## src/hw/rtl/sha256_pkg.sv

```systemverilog
`default_nettype none
package sha256_pkg;

  localparam int unsigned RoundCount = 64;
  localparam int unsigned QueueDepth = 4;

  // One queue entry: a classified input word.
  typedef struct packed {
    logic [7:0] data;
    logic       has;
    logic       last;
  } sha_item_t;

  typedef enum logic [2:0] {
    ST_IDLE,
    ST_PAD,
    ST_ROUND,
    ST_ADD,
    ST_OUT
  } core_state_t;

  function automatic logic [31:0] round_k(input logic [5:0] idx);
    logic [31:0] k;
    unique case (idx)
      6'd0: k = 32'h428a2f98; 6'd1: k = 32'h71374491; 6'd2: k = 32'hb5c0fbcf;
      6'd3: k = 32'he9b5dba5; 6'd4: k = 32'h3956c25b; 6'd5: k = 32'h59f111f1;
      6'd6: k = 32'h923f82a4; 6'd7: k = 32'hab1c5ed5; 6'd8: k = 32'hd807aa98;
      6'd9: k = 32'h12835b01; 6'd10: k = 32'h243185be; 6'd11: k = 32'h550c7dc3;
      6'd12: k = 32'h72be5d74; 6'd13: k = 32'h80deb1fe; 6'd14: k = 32'h9bdc06a7;
      6'd15: k = 32'hc19bf174; 6'd16: k = 32'he49b69c1; 6'd17: k = 32'hefbe4786;
      6'd18: k = 32'h0fc19dc6; 6'd19: k = 32'h240ca1cc; 6'd20: k = 32'h2de92c6f;
      6'd21: k = 32'h4a7484aa; 6'd22: k = 32'h5cb0a9dc; 6'd23: k = 32'h76f988da;
      6'd24: k = 32'h983e5152; 6'd25: k = 32'ha831c66d; 6'd26: k = 32'hb00327c8;
      6'd27: k = 32'hbf597fc7; 6'd28: k = 32'hc6e00bf3; 6'd29: k = 32'hd5a79147;
      6'd30: k = 32'h06ca6351; 6'd31: k = 32'h14292967; 6'd32: k = 32'h27b70a85;
      6'd33: k = 32'h2e1b2138; 6'd34: k = 32'h4d2c6dfc; 6'd35: k = 32'h53380d13;
      6'd36: k = 32'h650a7354; 6'd37: k = 32'h766a0abb; 6'd38: k = 32'h81c2c92e;
      6'd39: k = 32'h92722c85; 6'd40: k = 32'ha2bfe8a1; 6'd41: k = 32'ha81a664b;
      6'd42: k = 32'hc24b8b70; 6'd43: k = 32'hc76c51a3; 6'd44: k = 32'hd192e819;
      6'd45: k = 32'hd6990624; 6'd46: k = 32'hf40e3585; 6'd47: k = 32'h106aa070;
      6'd48: k = 32'h19a4c116; 6'd49: k = 32'h1e376c08; 6'd50: k = 32'h2748774c;
      6'd51: k = 32'h34b0bcb5; 6'd52: k = 32'h391c0cb3; 6'd53: k = 32'h4ed8aa4a;
      6'd54: k = 32'h5b9cca4f; 6'd55: k = 32'h682e6ff3; 6'd56: k = 32'h748f82ee;
      6'd57: k = 32'h78a5636f; 6'd58: k = 32'h84c87814; 6'd59: k = 32'h8cc70208;
      6'd60: k = 32'h90befffa; 6'd61: k = 32'ha4506ceb; 6'd62: k = 32'hbef9a3f7;
      default: k = 32'hc67178f2;
    endcase
    return k;
  endfunction

  function automatic logic [31:0] init_hash(input logic [2:0] idx);
    logic [31:0] h;
    unique case (idx)
      3'd0: h = 32'h6a09e667; 3'd1: h = 32'hbb67ae85;
      3'd2: h = 32'h3c6ef372; 3'd3: h = 32'ha54ff53a;
      3'd4: h = 32'h510e527f; 3'd5: h = 32'h9b05688c;
      3'd6: h = 32'h1f83d9ab; default: h = 32'h5be0cd19;
    endcase
    return h;
  endfunction

  function automatic logic [31:0] ror32(input logic [31:0] x, input int unsigned n);
    return (x >> n) | (x << (32 - n));
  endfunction

endpackage
`default_nettype wire

```

## src/hw/rtl/sha256_front.sv

```systemverilog
`default_nettype none
module sha256_front (
  input  wire logic                  clk,
  input  wire logic                  rst,
  input  wire logic [7:0]            data_byte,
  input  wire logic                  has_byte,
  input  wire logic                  last_byte,
  input  wire logic                  valid,
  output logic                       ready,
  output sha256_pkg::sha_item_t      q_item,
  output logic                       q_valid,
  input  wire logic                  q_ready
);
  import sha256_pkg::*;

  localparam int unsigned PtrW = $clog2(QueueDepth);

  sha_item_t          mem [QueueDepth];
  logic [PtrW-1:0]    wr_ptr;
  logic [PtrW-1:0]    rd_ptr;
  logic [PtrW:0]      count;
  logic               push;
  logic               pop;

  // Words with neither a byte nor an end mark are dropped here.
  assign ready   = (count != (PtrW+1)'(QueueDepth));
  assign push    = valid && ready && (has_byte || last_byte);
  assign q_valid = (count != '0);
  assign pop     = q_valid && q_ready;
  assign q_item  = mem[rd_ptr];

  always_ff @(posedge clk) begin
    if (push) begin
      mem[wr_ptr] <= '{data: data_byte, has: has_byte, last: last_byte};
    end
  end

  always_ff @(posedge clk) begin
    if (rst) begin
      wr_ptr <= '0;
      rd_ptr <= '0;
      count  <= '0;
    end else begin
      if (push) wr_ptr <= wr_ptr + 1'b1;
      if (pop) rd_ptr <= rd_ptr + 1'b1;
      count <= count + (PtrW+1)'(push) - (PtrW+1)'(pop);
    end
  end

  a_no_overflow: assert property (@(posedge clk) disable iff (rst)
    count == (PtrW+1)'(QueueDepth) |-> !push) else $error("queue overflow");
  a_no_underflow: assert property (@(posedge clk) disable iff (rst)
    count == '0 |-> !pop) else $error("queue underflow");
  a_count_step: assert property (@(posedge clk) disable iff (rst)
    push && !pop |=> count == $past(count) + 1'b1) else $error("count slip");

endmodule
`default_nettype wire

```

## src/hw/rtl/sha256_back.sv

```systemverilog
`default_nettype none
module sha256_back (
  input  wire logic                  clk,
  input  wire logic                  rst,
  input  sha256_pkg::sha_item_t      q_item,
  input  wire logic                  q_valid,
  output logic                       q_ready,
  output logic [31:0]                digest_word,
  output logic [2:0]                 word_index,
  output logic                       last_word,
  output logic                       out_valid,
  input  wire logic                  out_ready
);
  import sha256_pkg::*;

  core_state_t  state;
  core_state_t  state_next;

  logic [31:0]  hw [8];
  logic [31:0]  wv [8];
  logic [31:0]  blk [16];
  logic [63:0]  byte_count;
  logic [6:0]   round_index;
  logic         pend_last;     // finish the message after this block
  logic         pad_stage;     // 0: first pad pass, 1: length-only block
  logic         finishing;     // current block is the final one
  logic [2:0]   out_idx;

  logic [5:0]   pos;
  logic [3:0]   t;
  logic [31:0]  w15;
  logic [31:0]  w2;
  logic [31:0]  s0;
  logic [31:0]  s1;
  logic [31:0]  w_new;
  logic [31:0]  w_cur;
  logic [31:0]  t1;
  logic [31:0]  t2;
  logic [31:0]  ch;
  logic [31:0]  mj;
  logic         take;
  logic         byte_fills;

  assign pos        = byte_count[5:0];
  assign take       = q_valid && q_ready;
  assign byte_fills = q_item.has && (pos == 6'd63);
  assign t          = round_index[3:0];
  assign w15        = blk[t + 4'd1];
  assign w2         = blk[t + 4'd14];
  assign s0         = ror32(w15, 7) ^ ror32(w15, 18) ^ (w15 >> 3);
  assign s1         = ror32(w2, 17) ^ ror32(w2, 19) ^ (w2 >> 10);
  assign w_new      = blk[t] + s0 + blk[t + 4'd9] + s1;
  assign w_cur      = (round_index >= 7'd16) ? w_new : blk[t];
  assign ch         = (wv[4] & wv[5]) ^ (~wv[4] & wv[6]);
  assign mj         = (wv[0] & wv[1]) ^ (wv[0] & wv[2]) ^ (wv[1] & wv[2]);
  assign t1         = wv[7] + (ror32(wv[4], 6) ^ ror32(wv[4], 11) ^ ror32(wv[4], 25))
                      + ch + round_k(round_index[5:0]) + w_cur;
  assign t2         = (ror32(wv[0], 2) ^ ror32(wv[0], 13) ^ ror32(wv[0], 22)) + mj;

  always_comb begin
    state_next = state;
    unique case (state)
      ST_IDLE: begin
        if (take) begin
          if (byte_fills) state_next = ST_ROUND;
          else if (q_item.last) state_next = ST_PAD;
        end
      end
      ST_PAD:   state_next = ST_ROUND;
      ST_ROUND: if (round_index == 7'(RoundCount - 1)) state_next = ST_ADD;
      ST_ADD: begin
        if (finishing) state_next = ST_OUT;
        else if (pend_last) state_next = ST_PAD;
        else state_next = ST_IDLE;
      end
      ST_OUT:   if (out_ready && out_idx == 3'd7) state_next = ST_IDLE;
      default:  state_next = ST_IDLE;
    endcase
  end

  always_comb begin
    q_ready     = (state == ST_IDLE);
    out_valid   = (state == ST_OUT);
    digest_word = hw[out_idx];
    word_index  = out_idx;
    last_word   = (out_idx == 3'd7);
  end

  always_ff @(posedge clk) begin
    if (rst) state <= ST_IDLE;
    else state <= state_next;
  end

  // Control registers.
  always_ff @(posedge clk) begin
    if (rst) begin
      byte_count  <= '0;
      round_index <= '0;
      pend_last   <= 1'b0;
      pad_stage   <= 1'b0;
      finishing   <= 1'b0;
      out_idx     <= '0;
    end else begin
      unique case (state)
        ST_IDLE: begin
          round_index <= '0;
          pad_stage   <= 1'b0;
          finishing   <= 1'b0;
          if (take) begin
            if (q_item.has) byte_count <= byte_count + 64'd1;
            pend_last <= q_item.last;
          end
        end
        ST_PAD: begin
          round_index <= '0;
          // Length fits unless the first pad pass starts at byte 56 or later.
          finishing   <= pad_stage || (pos < 6'd56);
          pad_stage   <= 1'b1;
        end
        ST_ROUND: round_index <= round_index + 7'd1;
        ST_ADD: begin
          round_index <= '0;
          if (finishing) begin
            pend_last <= 1'b0;
            out_idx   <= '0;
          end
        end
        ST_OUT: begin
          if (out_ready) begin
            out_idx <= out_idx + 3'd1;
            if (out_idx == 3'd7) byte_count <= '0;
          end
        end
        default: ;
      endcase
    end
  end

  // Datapath registers.
  always_ff @(posedge clk) begin
    if (rst) begin
      for (int i = 0; i < 8; i++) hw[i] <= init_hash(3'(i));
    end else begin
      if (state == ST_ADD) begin
        for (int i = 0; i < 8; i++) hw[i] <= hw[i] + wv[i];
      end else if (state == ST_OUT && out_ready && out_idx == 3'd7) begin
        for (int i = 0; i < 8; i++) hw[i] <= init_hash(3'(i));
      end
    end
  end

  always_ff @(posedge clk) begin
    if (state == ST_IDLE && take && q_item.has) begin
      blk[pos[5:2]][(3 - pos[1:0]) * 8 +: 8] <= q_item.data;
    end else if (state == ST_PAD) begin
      for (int b = 0; b < 64; b++) begin
        if (pad_stage || b > int'(pos)) blk[b / 4][(3 - (b % 4)) * 8 +: 8] <= 8'h00;
        else if (b == int'(pos)) blk[b / 4][(3 - (b % 4)) * 8 +: 8] <= 8'h80;
      end
      if (pad_stage || pos < 6'd56) begin
        blk[14] <= byte_count[60:29];
        blk[15] <= {byte_count[28:0], 3'b000};
      end
    end else if (state == ST_ROUND && round_index >= 7'd16) begin
      blk[t] <= w_new;
    end
  end

  always_ff @(posedge clk) begin
    if (state_next == ST_ROUND && state != ST_ROUND) begin
      for (int i = 0; i < 8; i++) wv[i] <= hw[i];
    end else if (state == ST_ROUND) begin
      wv[7] <= wv[6];
      wv[6] <= wv[5];
      wv[5] <= wv[4];
      wv[4] <= wv[3] + t1;
      wv[3] <= wv[2];
      wv[2] <= wv[1];
      wv[1] <= wv[0];
      wv[0] <= t1 + t2;
    end
  end

  a_round_range: assert property (@(posedge clk) disable iff (rst)
    state == ST_ROUND |-> round_index < 7'(RoundCount)) else $error("round overrun");
  a_out_hold: assert property (@(posedge clk) disable iff (rst)
    out_valid && !out_ready |=> out_valid && $stable(out_idx)) else $error("output dropped");
  a_take_idle: assert property (@(posedge clk) disable iff (rst)
    take |-> state == ST_IDLE) else $error("take while busy");

endmodule
`default_nettype wire

```

## src/hw/rtl/sha256_hasher_core.sv

```systemverilog
`default_nettype none
// A word is registered in the queue before the back can take it. A byte that completes a block
// then holds the back for 64 rounds and one add. A last word costs, per block compressed (one or
// two, after any block its own byte completes), one pad step, 64 rounds and one add, and then
// the eight digest words follow at one per accepted cycle.
// The back takes one byte per cycle while idle inside a block and takes none while it compresses
// a 64-byte block in the single shared round unit, which does one round per cycle.
// Reset (rst, synchronous, active high) restores the initial hash and empties the queue.
module sha256_hasher_core (
  input  wire logic        clk,
  input  wire logic        rst,
  input  wire logic [7:0]  data_byte,
  input  wire logic        has_byte,
  input  wire logic        last_byte,
  input  wire logic        in_valid,
  output logic             in_ready,
  output logic [31:0]      digest_word,
  output logic [2:0]       word_index,
  output logic             last_word,
  output logic             out_valid,
  input  wire logic        out_ready
);
  import sha256_pkg::*;

  // The front takes each word into a short queue, dropping empty ones,
  // so the source can keep moving, until the queue is full, while the back compresses a block.
  sha_item_t  q_item;
  logic       q_valid;
  logic       q_ready;

  sha256_front u_front (
    .clk, .rst, .data_byte, .has_byte, .last_byte,
    .valid(in_valid), .ready(in_ready),
    .q_item, .q_valid, .q_ready
  );

  // The back packs bytes, pads, runs the rounds and presents the digest.
  sha256_back u_back (
    .clk, .rst, .q_item, .q_valid, .q_ready,
    .digest_word, .word_index, .last_word, .out_valid, .out_ready
  );

endmodule
`default_nettype wire
```

## config.mk

```make
export PLATFORM = sky130hd
export DESIGN_NAME = sha256_hasher_core
export DESIGN_NICKNAME = d
export VERILOG_FILES = /design/src/hw/rtl/sha256_pkg.sv /design/src/hw/rtl/sha256_front.sv /design/src/hw/rtl/sha256_back.sv /design/src/hw/rtl/sha256_hasher_core.sv
export SDC_FILE = /design/constraint.sdc
export NUM_CORES = 2
export LEC_CHECK = 0
export BUFFER_PORTS_ARGS = -buffer_cell sky130_fd_sc_hd__buf_2
export CORE_ASPECT_RATIO = 0.8
export CORE_UTILIZATION = 55
export CTS_CLUSTER_DIAMETER = 60
export DETAILED_ROUTE_END_ITERATION = 7
export PLACE_DENSITY = 0.71
export REMOVE_ABC_BUFFERS = 1
export SYNTH_ARGS = -nofsm -noshare
export SYNTH_HDL_FRONTEND = slang
export SYNTH_HIERARCHICAL = 1
export SYNTH_SLANG_ARGS = --single-unit
export TNS_END_PERCENT = 100
```

## constraint.sdc

```tcl
create_clock -name clk -period 35.1 [get_ports clk]
set_input_delay 7.02 -clock clk [delete_from_list [all_inputs] [get_ports clk]]
set_output_delay 7.02 -clock clk [all_outputs]
set_load 0.05 [all_outputs]
```

==> key figures <==
Clock tree
  • Clock Path Buffers: 3
  • Number of buffers created by CTS: 140
  • Depth of the CTS H-tree: 4
  • Clock latency at the later pin of the worst-skew pair: 0.83 ns
  • Root Driver: clkbuf_16
  • Cts hold-fix bufs: 0
  • Post-cts resize count: 0
  • Reg clk slew, reported paths: 0.06 ns
  • TritonCTS clock tree: built
  • Clk sinks: 1189
  • Setup Fix Bufs, Post-CTS: 0

Run status
  • Status: finished, violations left
  • Failing checks: design-rule violations

Detailed routing
  • 1st-pass router iterations: 8
  • Routed Antenna Nets: 0
  • WL per Instance: between 30 and 40 µm
  • DRT iter0 DRCs: around 12000
  • Vias/cell: just under 7
  • Total Routed Length: 333000 µm
  • # DRC: 1
  • DR vias: 75400

Timing
  • Final min period: 15.43 ns
  • RSZ-0062 raised after global routing: false
  • Post-route clock period utilization: 0.440
  • Setup_tns: 0 ns
  • Worst Tran Pin Value: roughly 1.5 ns
  • Relative slew margins: 0.0175
  • Peak Freq: ~0.065 GHz
  • Count of final hold-check violations: 0
  • Final Max Slew Viols: 0
  • Worst setup margin: a little under 20 ns
  • Final setup vio count: 0
  • Clock skew: about 0.055 ns

Logic synthesis
  • Async SR Flop Fraction: 0
  • Syn avg cell area: just under 10 µm²
  • Post-Synth Adder-Cell Area: 0.108
  • Main combinational cell family by area after synthesis: multiplexers
  • Most common cell in the netlist: nand2_1
  • Synth Area in Simple Gates: 0.132
  • Cell taking the most area after synthesis: edfxtp_1
  • Post-Synth XOR/XNOR Area: 0.0626
  • Unique masters post-synth: 87
  • Post-Syn Instances: about 9000
  • Number of synthesized flops with an enable pin: 540
  • Synth top area cells: edfxtp_1 (19%), mux4_2 (15%), dfxtp_1 (15%), nand2_1 (6.3%), ha_1 (5.9%)
  • Mapped Area: around 0.086 mm²
  • Post-synthesis mux area share: 0.165
  • Synth Warn #: 6
  • Post-synthesis sequential area ratio: 0.338
  • Area share of the leading cell type in the synthesized netlist: 0.188
  • Commonest cells post-synth: nand2_1 (1451), o21ai_0 (793), dfxtp_1 (649), mux4_2 (583), edfxtp_1 (540)
  • Flops & latches, synth: roughly 1200
  • Compound-Gate Fraction of Synth Area: 0.150
  • Top_reg_cell synth: dfxtp_1

Place
  • Placed cells: 10700
  • GP Congestion: ~1.1
  • Dpl cell area: 0.0886 mm²
  • Place WS: roughly 20 ns
  • PortBufs: 51
  • Final HPWL DP: ~250000 µm

Die
  • Height of the die: 356 µm
  • DIE WIDTH: about 440 µm
  • Core ar.: roughly 0.16 mm²
  • Die area: roughly 0.16 mm²
  • Initial Util: 0.556
  • # rows: 129
  • # IOs: 52

Final layout
  • Post-route insts no fill: 10900
  • Share of cells above drive strength 1: 0.128
  • Final instance area: just over 0.09 mm²
  • Layout Nets: 9322
  • Area growth, synth to finish: 8.15%

Critical path
  • Setup crit end kind: register
  • Maximum fanout along the worst path: 90
  • Required time worst endpoint: about 36 ns
  • Critical Path Start Type: register
  • Critical Path AT: 15.97 ns
  • Reg2reg start: u_back/round_index[0]$_SDFFE_PP0N_
  • Reg2reg setup slack: between 15 and 20 ns
  • WS Path Type: reg2reg
  • Max stage delay on crit path: about 0.91 ns
  • Worst path slowest cell: ha_4
  • Reg2reg path depth: 48
  • R2r endpoint: u_back/wv[0][28]$_DFFE_PP_

Global route
  • Largest net degree at the start of global routing: between 150 and 200
  • Antenna violations before repair: 17
  • Vias in the first global route: roughly 70000
  • Total Routing Usage GR: 0.414
  • First-pass GRT wire length: ~480000 µm
  • Gr ovfl total: 0

Hold path
  • Critical hold path startpoint: u_back/byte_count[54]$_SDFFE_PP0P_
  • Hold WC Path Type: reg2reg
  • Hold Path Depth: 2
  • Hold path endpoint: u_back/byte_count[54]$_SDFFE_PP0P_

Flow run
  • Max cap viols: 0
==> cell usage in the layout (no fill, tap or decap), drive strengths merged, types with 68 or more instances in the layout <==
master and count:
xor2 210, a21o 181, nand2 1451, mux4 586
nand2b 76, and3 73, edfxtp 540, ha 406
o211ai 80, fa 196, nand3 273, nor2 440
xnor2 401, o21ai 807, dfxtp 649, clkbuf 180
inv 488, nor3 105, buf 213, a21oi 480
o21a 68
==> sequential cells by signal, summed over array words and instances, names as in the netlist, named ones only <==
register / cells
u_front/wr_ptr: 2
u_back/hw: 256
u_back/finishing: 1
u_back/byte_count: 61
u_front/rd_ptr: 2
u_back/word_index: 3
u_back/state: 3
u_front/count: 3
u_front/mem: 40
u_back/round_index: 7
u_back/blk: 512
u_back/wv: 256
u_back/pend_last: 1
u_back/pad_stage: 1
==> logic make-up (layout without fill, tap and decap cells) <==
logic type               after synthesis  after routing
AO/OA/AOI/OAI                       2125           2125
AND/OR/NAND/NOR                     2637           2637
XOR/XNOR                             612            612
adder cells (fa/ha/maj)              631            631
multiplexers                         685            685
buffers and inverters               1023            946
other                                  0             10
flip-flops                          1189           1189
==> how the worst max path moves through the flow <==
| stage | cells after the start | to | from |
|---|---|---|---|
| finish | 48 | u_back/wv[0][28]$_DFFE_PP_ | u_back/round_index[0]$_SDFFE_PP0N_ |
| global route | 44 | u_back/wv[0][28]$_DFFE_PP_ | u_back/round_index[0]$_SDFFE_PP0N_ |
| CTS | 44 | u_back/wv[0][28]$_DFFE_PP_ | u_back/round_index[0]$_SDFFE_PP0N_ |
| detailed placement | 48 | u_back/wv[0][28]$_DFFE_PP_ | u_back/round_index[0]$_SDFFE_PP0N_ |
| global placement | 48 | u_back/wv[0][28]$_DFFE_PP_ | u_back/round_index[0]$_SDFFE_PP0N_ |
| floorplan | 43 | u_back/wv[0][28]$_DFFE_PP_ | u_back/round_index[0]$_SDFFE_PP0N_ |
==> layout make-up <==
type	count	area [µm²]
tap	2096	2620
inverter	472	1770
multi-input combinational	6690	53500
clock inverter	81	727
fill	13100	61800
sequential	1189	29200
timing repair buffer	213	1550
clock buffer	180	3930
antenna	10	25.0
==> metal layers <==
layer  vias to the layer above  wire length [µm]  global-route usage
li1                      31900                 -                   -
met1                     36900            134000               0.595
met2                      5724            128000               0.540
met3                       819             57900               0.195
met4                        30             13200               0.141
met5                         -               271             0.00382
==> through the flow <==
step	hold WS [ns]	utilization
6_report	0.487	0.602
5_1_grt	0.507	0.602
4_1_cts	0.491	0.602
3_5_place_dp	0.482	0.571
3_3_place_gp	0.466	0.571
2_1_floorplan	0.450	-
==> critical path, delay by kind of cell (launching register included) <==
family                     cells  cell delay [ns]
AOI/OAI and AO/OA             16             4.03
xor gates and xnor gates       5             1.04
adders and majority gates     10             5.05
buffers and inverters          7             1.12
DFF                            1             0.85
muxes                          3             1.49
and+or+nand+nor                7             1.26
Power is not shown: default switching activity piles up to over one toggle a cycle in this logic, so the estimate is an artifact.
